`config.mk`:
```
export PLATFORM = sky130hd
export DESIGN_NAME = cihf_repair
export DESIGN_NICKNAME = d
export VERILOG_FILES = /design/src/rtl/cihf_pkg.sv /design/src/rtl/cihf_pass.sv /design/src/rtl/cihf_repair.sv
export SDC_FILE = /design/constraint.sdc
export NUM_CORES = 2
export LEC_CHECK = 0
export BUFFER_PORTS_ARGS = -buffer_cell sky130_fd_sc_hd__buf_2
export CORE_ASPECT_RATIO = 0.5
export CORE_UTILIZATION = 58
export DETAILED_ROUTE_END_ITERATION = 8
export GPL_TIMING_DRIVEN = 0
export PLACE_DENSITY = 0.79
export SLEW_MARGIN = 20
export SYNTH_ARGS = -nofsm -noshare
export SYNTH_HDL_FRONTEND = slang
export SYNTH_SLANG_ARGS = --single-unit
```
`constraint.sdc`:
```
create_clock -name clk -period 7 [get_ports clk]
set_input_delay 0.35 -clock clk [delete_from_list [all_inputs] [get_ports clk]]
set_output_delay 0.35 -clock clk [all_outputs]
set_load 0.02 [all_outputs]
```
`src/rtl/cihf_pkg.sv`:
```
`timescale 1ns / 1ps
`default_nettype none
package cihf_pkg;

  localparam int DEF_FRAC_BITS   = 16;
  localparam int DEF_SAMPLE_BITS = 16;
  // Fraction bits of the repaired heights
  localparam int Q_BITS          = 8;
  // Growth of a repaired height over two extrapolation passes
  localparam int REP_HEAD        = 3;
  // Growth of the cubic coefficients and partial sums over a repaired height
  localparam int COEF_HEAD       = 5;
  localparam int MIN_VALID_RESET = -32000;

  typedef enum logic [2:0] {
    RULE_NONE,
    RULE_A_EXT,
    RULE_B_MID,
    RULE_B_EXT,
    RULE_C_MID,
    RULE_C_EXT,
    RULE_D_EXT
  } rule_t;

  // First matching repair rule; ok[0..3] flag samples a..d as valid
  function automatic rule_t pick_rule(input logic [3:0] ok);
    rule_t r;
    priority if (!ok[0] && ok[1] && ok[2]) begin
      r = RULE_A_EXT;
    end else if (!ok[1] && ok[0] && ok[2]) begin
      r = RULE_B_MID;
    end else if (!ok[1] && ok[2] && ok[3]) begin
      r = RULE_B_EXT;
    end else if (!ok[2] && ok[1] && ok[3]) begin
      r = RULE_C_MID;
    end else if (!ok[2] && ok[0] && ok[1]) begin
      r = RULE_C_EXT;
    end else if (!ok[3] && ok[1] && ok[2]) begin
      r = RULE_D_EXT;
    end else begin
      r = RULE_NONE;
    end
    return r;
  endfunction

endpackage
`default_nettype wire

```
`src/rtl/cihf_pass.sv`:
```
`timescale 1ns / 1ps
`default_nettype none
module cihf_pass #(
  parameter int HW = cihf_pkg::DEF_SAMPLE_BITS + cihf_pkg::Q_BITS + cihf_pkg::REP_HEAD,
  parameter int SW = 1
) (
  input  wire logic                 clk,
  input  wire logic                 rst,
  input  wire logic                 in_valid,
  output logic                      ready,
  input  wire logic                 ready_next,
  input  wire logic signed [HW-1:0] thr,
  input  wire logic [3:0][HW-1:0]   h_in,
  input  wire logic [3:0]           ok_in,
  input  wire logic [SW-1:0]        side_in,
  output logic                      out_valid,
  output logic [3:0][HW-1:0]        h_out,
  output logic [3:0]                ok_out,
  output logic [SW-1:0]             side_out
);
  import cihf_pkg::*;

  rule_t                  rule;
  logic [1:0]             idx;
  logic                   is_mid;
  logic signed [HW+1:0]   op_p;
  logic signed [HW+1:0]   op_q;
  logic signed [HW+1:0]   ext_v;
  logic signed [HW+1:0]   mid_sum;
  logic signed [HW+1:0]   mid_v;
  logic signed [HW-1:0]   new_v;
  logic                   new_ok;
  logic [3:0][HW-1:0]     h_next;
  logic [3:0]             ok_next;

  always_comb begin
    rule   = pick_rule(ok_in);
    is_mid = (rule == RULE_B_MID) || (rule == RULE_C_MID);
    unique case (rule)
      RULE_A_EXT: begin
        idx  = 2'd0;
        op_p = (HW+2)'($signed(h_in[1]));
        op_q = (HW+2)'($signed(h_in[2]));
      end
      RULE_B_MID: begin
        idx  = 2'd1;
        op_p = (HW+2)'($signed(h_in[0]));
        op_q = (HW+2)'($signed(h_in[2]));
      end
      RULE_B_EXT: begin
        idx  = 2'd1;
        op_p = (HW+2)'($signed(h_in[2]));
        op_q = (HW+2)'($signed(h_in[3]));
      end
      RULE_C_MID: begin
        idx  = 2'd2;
        op_p = (HW+2)'($signed(h_in[1]));
        op_q = (HW+2)'($signed(h_in[3]));
      end
      RULE_C_EXT: begin
        idx  = 2'd2;
        op_p = (HW+2)'($signed(h_in[1]));
        op_q = (HW+2)'($signed(h_in[0]));
      end
      RULE_D_EXT: begin
        idx  = 2'd3;
        op_p = (HW+2)'($signed(h_in[2]));
        op_q = (HW+2)'($signed(h_in[1]));
      end
      default: begin
        idx  = 2'd0;
        op_p = '0;
        op_q = '0;
      end
    endcase
    ext_v   = (op_p <<< 1) - op_q;
    mid_sum = op_p + op_q;
    // halve toward zero: bias negative sums by one before the shift
    mid_v   = (mid_sum + $signed({{(HW+1){1'b0}}, mid_sum[HW+1]})) >>> 1;
    new_v   = is_mid ? HW'(mid_v) : HW'(ext_v);
    new_ok  = new_v > thr;
    h_next  = h_in;
    ok_next = ok_in;
    if (rule != RULE_NONE) begin
      h_next[idx]  = new_v;
      ok_next[idx] = new_ok;
    end
  end

  assign ready = !out_valid || ready_next;

  always_ff @(posedge clk) begin
    if (rst) begin
      out_valid <= 1'b0;
    end else if (ready) begin
      out_valid <= in_valid;
    end
  end

  always_ff @(posedge clk) begin
    if (ready) begin
      h_out    <= h_next;
      ok_out   <= ok_next;
      side_out <= side_in;
    end
  end

endmodule
`default_nettype wire

```
`src/rtl/cihf_repair.sv`:
```
`timescale 1ns / 1ps
`default_nettype none
module cihf_repair #(
  parameter int SAMPLE_BITS = cihf_pkg::DEF_SAMPLE_BITS,
  parameter int FRAC_BITS   = cihf_pkg::DEF_FRAC_BITS,
  localparam int HW = SAMPLE_BITS + cihf_pkg::Q_BITS + cihf_pkg::REP_HEAD
) (
  input  wire logic                          clk,
  input  wire logic                          rst,
  input  wire logic                          in_valid,
  output logic                               ready,
  input  wire logic                          ready_next,
  input  wire logic signed [SAMPLE_BITS-1:0] threshold,
  input  wire logic signed [SAMPLE_BITS-1:0] sample_a,
  input  wire logic signed [SAMPLE_BITS-1:0] sample_b,
  input  wire logic signed [SAMPLE_BITS-1:0] sample_c,
  input  wire logic signed [SAMPLE_BITS-1:0] sample_d,
  input  wire logic [FRAC_BITS-1:0]          frac,
  output logic                               out_valid,
  output logic [3:0][HW-1:0]                 h_out,
  output logic [FRAC_BITS-1:0]               frac_out
);
  import cihf_pkg::*;

  // 2a+d and a+2d, and the divide-by-three reciprocal for their magnitudes
  localparam int XW   = SAMPLE_BITS + 2;
  localparam int NB   = SAMPLE_BITS + 1;
  localparam int KD   = ((NB + 1) % 2 == 0) ? NB + 1 : NB + 2;
  localparam int PXW  = NB + KD;
  localparam logic [KD-1:0] RECIP = KD'(((64'd1 << KD) + 64'd2) / 64'd3);
  localparam logic signed [HW-1:0] K85 = HW'(85);
  localparam int SW1  = 1 + 2 * XW + 2 * PXW + FRAC_BITS;
  localparam int SW2  = 1 + 2 * HW + FRAC_BITS;

  logic signed [HW-1:0]   thr;

  // input stage
  logic                   v1;
  logic                   rdy1;
  logic [3:0][HW-1:0]     h1;
  logic [3:0]             ok1;
  logic signed [XW-1:0]   x1;
  logic signed [XW-1:0]   y1;
  logic                   flag1;
  logic [FRAC_BITS-1:0]   frac1;

  logic [NB-1:0]          mag_x;
  logic [NB-1:0]          mag_y;
  logic [PXW-1:0]         prod_x;
  logic [PXW-1:0]         prod_y;
  logic [SW1-1:0]         side1_in;

  // first pass
  logic                   p1_ready;
  logic                   p1_valid;
  logic [3:0][HW-1:0]     p1_h;
  logic [3:0]             p1_ok;
  logic [SW1-1:0]         side1_out;
  logic                   s1_flag;
  logic signed [XW-1:0]   s1_x;
  logic signed [XW-1:0]   s1_y;
  logic [PXW-1:0]         s1_px;
  logic [PXW-1:0]         s1_py;
  logic [FRAC_BITS-1:0]   s1_frac;
  logic signed [HW-1:0]   q_x;
  logic signed [HW-1:0]   q_y;
  logic signed [HW-1:0]   third_a;
  logic signed [HW-1:0]   third_b;
  logic [SW2-1:0]         side2_in;

  // second pass
  logic                   p2_ready;
  logic [3:0][HW-1:0]     p2_h;
  logic [3:0]             p2_ok;
  logic [SW2-1:0]         side2_out;
  logic                   s2_flag;
  logic signed [HW-1:0]   s2_a;
  logic signed [HW-1:0]   s2_b;

  assign thr  = HW'($signed({threshold, {Q_BITS{1'b0}}}));
  assign rdy1 = !v1 || p1_ready;
  assign ready = rdy1;

  always_ff @(posedge clk) begin
    if (rst) begin
      v1 <= 1'b0;
    end else if (rdy1) begin
      v1 <= in_valid;
    end
  end

  always_ff @(posedge clk) begin
    if (rdy1) begin
      h1[0] <= HW'($signed({sample_a, {Q_BITS{1'b0}}}));
      h1[1] <= HW'($signed({sample_b, {Q_BITS{1'b0}}}));
      h1[2] <= HW'($signed({sample_c, {Q_BITS{1'b0}}}));
      h1[3] <= HW'($signed({sample_d, {Q_BITS{1'b0}}}));
      ok1   <= {sample_d > threshold, sample_c > threshold,
                sample_b > threshold, sample_a > threshold};
      // an interior gap is never touched by the passes, so decide it here
      flag1 <= (sample_a > threshold) && (sample_d > threshold) &&
               !(sample_b > threshold) && !(sample_c > threshold);
      x1    <= (XW'(sample_a) <<< 1) + XW'(sample_d);
      y1    <= XW'(sample_a) + (XW'(sample_d) <<< 1);
      frac1 <= frac;
    end
  end

  // 256x/3 = 85x + x/3; take x/3 on the magnitude by reciprocal
  always_comb begin
    mag_x    = x1[XW-1] ? NB'(-x1) : NB'(x1);
    mag_y    = y1[XW-1] ? NB'(-y1) : NB'(y1);
    prod_x   = PXW'(mag_x) * PXW'(RECIP);
    prod_y   = PXW'(mag_y) * PXW'(RECIP);
    side1_in = {flag1, x1, y1, prod_x, prod_y, frac1};
  end

  cihf_pass #(.HW(HW), .SW(SW1)) u_pass1 (
    .clk        (clk),
    .rst        (rst),
    .in_valid   (v1),
    .ready      (p1_ready),
    .ready_next (p2_ready),
    .thr        (thr),
    .h_in       (h1),
    .ok_in      (ok1),
    .side_in    (side1_in),
    .out_valid  (p1_valid),
    .h_out      (p1_h),
    .ok_out     (p1_ok),
    .side_out   (side1_out)
  );

  assign {s1_flag, s1_x, s1_y, s1_px, s1_py, s1_frac} = side1_out;

  always_comb begin
    q_x      = $signed(HW'(s1_px[PXW-1:KD]));
    q_y      = $signed(HW'(s1_py[PXW-1:KD]));
    third_a  = HW'(s1_x) * K85 + (s1_x[XW-1] ? -q_x : q_x);
    third_b  = HW'(s1_y) * K85 + (s1_y[XW-1] ? -q_y : q_y);
    side2_in = {s1_flag, third_a, third_b, s1_frac};
  end

  cihf_pass #(.HW(HW), .SW(SW2)) u_pass2 (
    .clk        (clk),
    .rst        (rst),
    .in_valid   (p1_valid),
    .ready      (p2_ready),
    .ready_next (ready_next),
    .thr        (thr),
    .h_in       (p1_h),
    .ok_in      (p1_ok),
    .side_in    (side2_in),
    .out_valid  (out_valid),
    .h_out      (p2_h),
    .ok_out     (p2_ok),
    .side_out   (side2_out)
  );

  assign {s2_flag, s2_a, s2_b, frac_out} = side2_out;

  always_comb begin
    h_out = p2_h;
    if (s2_flag) begin
      h_out[1] = s2_a;
      h_out[2] = s2_b;
    end
  end

endmodule
`default_nettype wire

```
**Word-level counts from Yosys, hierarchy flattened**

Cells that the tools add are included.
Widths: inputs -> output; s select.

- Bits of input ports: 100
- Bits in registers: 534
- Memories: 0
- Bits in writable memories: 0
- ROM bits: 0
- Latch bits: 0

- Eq/ne operators: 12
- Reduce and logical (&&, ||, !) cells: 61
- Bitwise operators: 0
- Div/mod/pow operators: 0
- Mux-type cells: 37
- $lt $le $gt $ge: 9
- Add/subtract/negate cells: 14
- Multipliers: 4
- Shift operators: 0

Operators with widths:

| cell | count |
|---|---|
| $pmux 29 s4 | 2 |
| $bwmux 108 | 2 |
| $mux 108 | 2 |
| $pmux 29 s3 | 2 |
| $mux 27 | 6 |
| $demux 27 s2 | 2 |
| $mul 17x16->33 const B | 2 |
| $gt 16x16->1 | 4 |
| $add 29x29->29 | 2 |
| $add 28x2->28 | 2 |
| $add 26x27->27 | 2 |
| $mux 54 | 1 |
| $neg 16->27 | 2 |
| $sub 27x27->27 | 2 |
| $mul 18x8->26 const B | 2 |
| $mux 3 | 12 |
| $mux 17 | 2 |
| $neg 17->17 | 2 |
| $logic_and 1x1->1 | 29 |
| $gt 27x24->1 | 1 |
| $reduce_or 2->1 | 10 |
| $add 16x17->18 | 1 |
| $add 17x16->18 | 1 |
| $eq 3x3->1 const B | 6 |
| other kinds (13) | 38 |

**Longest topological paths before layout**

- Depth after elaboration: 18
- Depth in mapped cells: 29
- Mapped depth without buffers: 26

**Modules after synthesis**

From an unflattened synthesis, not the netlist that was laid out.

- Cells, all modules: 5,594
- Area, all modules: 53,904.2 um2

By module, submodules not included:

| module | times used | area each (um2) | cells each | seq. area each (um2) |
|---|---|---|---|---|
| cihf_repair | 1 | 25,777.2 | 2,684 | 3,593.4 |
| cihf_pass (u_pass1) | 1 | 14,844.2 | 1,481 | 7,076.8 |
| cihf_pass (u_pass2) | 1 | 13,282.7 | 1,429 | 5,515.3 |

**Worst setup path before layout**

OpenSTA, ideal clock, no wires.

- Kind: flip-flop to flip-flop
- Start point: register y1[4]
- End point: register u_pass1.side_out[49] (data pin)
- Data arrival time: 6.849 ns
- Required time: 6.745 ns
- Setup slack: -0.104 ns
- Clock period less this slack: 7.104 ns
- Cell stages (with the launch flop): 24
- Library setup time: 0.255 ns
- Cells stage by stage: edfxtp_1 or3_1 or2_2 or4_1 o21ai_0 xnor2_1 ha_1 ha_1 inv_1 fa_1 fa_1 inv_1 fa_1 fa_1 ha_1 a21o_1 a21o_1 a21o_1 a2111oi_4 or3_1 a2111o_2 a311oi_4 or4_1 and3_1

- Word-level cells in the longest chain between the ends: 3

RTL lines:

| element | RTL line | source |
|---|---|---|
| start, declared | cihf_repair.sv:43 | `logic signed [XW-1:0] y1;` |
| start signal, assigned | cihf_repair.sv:104 | `y1 <= XW'(sample_a) + (XW'(sample_d) <<< 1);` |
| $neg 17->17 | cihf_repair.sv:112 | `mag_y = y1[XW-1] ? NB'(-y1) : NB'(y1);` |
| $mux 17 * | cihf_repair.sv:112 |  |
| $mul 17x16->33 * | cihf_repair.sv:114 | `prod_y = PXW'(mag_y) * PXW'(RECIP);` |
| named net prod_y[33] | cihf_repair.sv:50 | `logic [PXW-1:0] prod_y;` |
| end signal, assigned | cihf_pass.sv:104 | `side_out <= side_in;` |
| end, declared | cihf_pass.sv:19 | `output logic [SW-1:0] side_out` |

Mark *: on every way through the listed nets, which the timed path passes. The rest lies on a longest branch.
A chain may end at the register's enable or synchronous reset.

**Worst setup path in the final report**

- Start point: register y1[0]
- End point: register u_pass1.side_out[49] (data pin)

The elaborated chain is that of the path after synthesis.

==> impl_results.md <==
* Run status: finished, violations left
* Failing checks: DRC, setup timing
* Initial antenna violation count at 10
* GR peak layer: met2
* Fin. max-slew vios at 0
* Vias in the first global route at 31460
* WL per Instance at between 20 and 25 um
* Library cells used by synthesis at 90
* Port bufs at ~210
* Largest net degree at the start of global routing at 90
* Nets at 5428
* Main flop type after synthesis: edfxtp_1
* IO Count at about 230
* Setup violations, final at 23
* Startpoint Class: flip-flop
* Overflow after GRT at 0
* RePlAce Congestion at between 1 and 1.5
* H-tree levels at 2
* Initial DRC Count at about 3800
* Final setup skew at between 0.03 and 0.04 ns
* Worst setup EP type: flip-flop
* Hold Slack at between 0.015 and 0.02 ns
* Period minus WS final at 7.433 ns
* Syn Area/Cell at 10.47 um2
* DP Wirelength at 102.3 mm
* Cts bufs inserted at 44
* Fin area at 0.04801 mm2
* Clock transition at path regs at ~0.07 ns
* Area Overhead vs Synth at 14.41%
* Via density at between 6 and 7
* Maxcap violations at 0
* Critical Path RT at 7.36 ns
* Final WL at around 130 mm
* Pre-antenna DRT Iters at 9
* Worst-skew pair later-pin latency at about 0.61 ns
* # DRC at between 100 and 150
* RSZ-0062 raised after global routing: yes
* M3 GR Usage at under 10%
* Synth top area cells: edfxtp_1, ha_1, fa_1
* Core footprint at 0.07131 mm2
* Final Hold Viols at 0
* Area leader, netlist: edfxtp_1
* Gr usage total at approximately 34%
* WP data arrival at 7.80 ns
* Synth Cell Area at about 0.042 mm2
* HP Class: primary input to flip-flop
* Seq/Total Area, Yosys at a little under a third
* Initial core utilization at approximately 60%
* CTS Buffer Depth at 3
* Root Driver: clkbuf_16
* Seq cells post-synth at 446
* TritonCTS clock tree: yes
* CTS sink cnt at between 400 and 500
* Routing usage on met1 at roughly half
* Pin slew with the least headroom to its limit at ~1.1 ns
* Cell Rows at between 60 and 70
* Mapped Cells at approximately 4000
* Synth cell count leaders: ha_1, inv_1, edfxtp_1
* Final setup margin at -0.4335 ns
* Die width at 382.4 um
* Yosys top cell area share at around a third
* Placed Area at roughly 0.044 mm2
* Ys async rst share at 0%
* Worst rel slew slack at a little over a quarter
* Ratio of cells with drive above 1 in the final layout at 15.18%
* Antenna viol nets, final at 0
* M2 GR Usage at between 50% and 60%
* Die extent in y at slightly below 200 um
* Fmax at approximately 130 MHz
* Count leader, synth: ha_1
* First-pass GRT wire length at between 150 and 200 mm
* Die area at 0.07349 mm2
* Via Count at between 30000 and 40000
* Top fanout value on the critical path at 4
* Syn. warnings at 0
* CP Class: flip-flop to flip-flop
* Crit share post-route at 106.2%
* Number of synthesized flops with an enable pin at about 440
worst paths after layout:
path | from | endpoint | slack (ns) | cells past startpoint
worst max register to register | y1[0] | u_pass1.side_out[49] | -0.43 | 26
worst min-delay path | sample_c[0] | h1[62] | 0.02 | 1
worst max-delay path | y1[0] | u_pass1.side_out[49] | -0.43 | 26
worst min register to register | u_pass1.side_out[122] | u_pass2.side_out[70] | 0.41 | 0
through the flow:
stage	setup TNS (ns)	std cells	worst slack (ns)	utilization, %
2_1_floorplan	0	4024	0.04356	-
3_3_place_gp	-30.17	5195	-1.236	62.13
3_5_place_dp	-31.85	5199	-1.320	62.32
4_1_cts	-1.189	5361	-0.2615	66.21
5_1_grt	-7.904	5404	-0.5698	67.31
6_report	-3.498	5408	-0.4335	67.32
placed cells by master (no fill, tap or decap), types with 19 or more instances in the layout:
| cell type | n |
|---|---|
| ha_1 | 601 |
| inv_1 | 594 |
| edfxtp_1 | 443 |
| nand2_1 | 324 |
| fa_1 | 295 |
| o21ai_0 | 223 |
| buf_2 | 217 |
| buf_4 | 149 |
| xnor2_1 | 137 |
| nor2_1 | 133 |
| a21oi_1 | 124 |
| a21o_1 | 86 |
| clkbuf_1 | 77 |
| mux2_2 | 59 |
| and3_1 | 57 |
| nand3_1 | 45 |
| clkbuf_16 | 44 |
| nand2b_1 | 43 |
| xor2_1 | 40 |
| dlygate4sd3_1 | 39 |
| a22oi_1 | 38 |
| a222oi_1 | 36 |
| nor3_1 | 35 |
| and2_1 | 33 |
| o21a_1 | 32 |
| nor2b_1 | 27 |
| or3_1 | 27 |
| o31ai_1 | 26 |
| nand4_1 | 25 |
| a31oi_1 | 19 |
registers in the layout (all words and copies together), names as in the netlist:
register           flops
flag1                  1
frac1                 16
h1                    62
ok1                    4
u_pass1.h_out         80
u_pass1.ok_out         4
u_pass1.out_valid      1
u_pass1.side_out      85
u_pass2.h_out         84
u_pass2.out_valid      1
u_pass2.side_out      71
v1                     1
x1                    18
y1                    18
timing repair:
item                                   CTS  global route
setup endpoints to repair               36            32
pin swaps                               30            69
gates resized for setup                 99            90
hold buffers                            38             1
buffers inserted                        46            46
endpoints found under the hold margin   39             1
cells by family after synthesis:
logic type                 after synthesis  synth area share, %
AOI/OAI and AO/OA                      768                12.15
xor gates and xnor gates               208                4.341
adders and majority gates              917                32.64
buffers and inverters                  765                7.499
DFF                                    446                31.84
muxes                                   73                1.929
other                                    1             0.008936
and+or+nand+nor                        831                9.586
routing by layer:
layer	vias up	wire [um]	part of all wire, %
met5	-	11	0.0086
met4	2	4342	3.4
met3	272	12730	9.9
met2	1537	56640	44
met1	15990	54430	42
li1	14780	-	-
cell type report:
class	instances	area [um2]
antenna	4	10.01
inverter	606	2290
timing repair buffer	345	2273
tap	958	1199
multi-input combinational	2813	26530
fill	5356	23300
sequential	446	13360
clock buffer	50	1124
clock inverter	31	349.1
buffer	155	874.6
critical path: stages, from the launching register on:
cell and delay, ns:
edfxtp_1 0.53, inv_2 0.17, nand3_1 0.11, or2_4 0.26
or4_4 0.53, o41ai_4 0.36, xnor2_2 0.19, buf_4 0.17
ha_4 0.21, ha_4 0.26, inv_2 0.03, fa_1 0.47
inv_1 0.05, fa_1 0.47, inv_1 0.05, fa_1 0.50
inv_2 0.05, fa_2 0.46, ha_4 0.30, and4_4 0.20
o221a_4 0.22, nor2_2 0.04, or3_4 0.33, a2111o_2 0.53
a311oi_4 0.38, nand4_1 0.14, and3_4 0.21
Power is left out: the tool's default activity adds up to more than one toggle a clock period on the data nets, which glitch-free logic cannot reach.
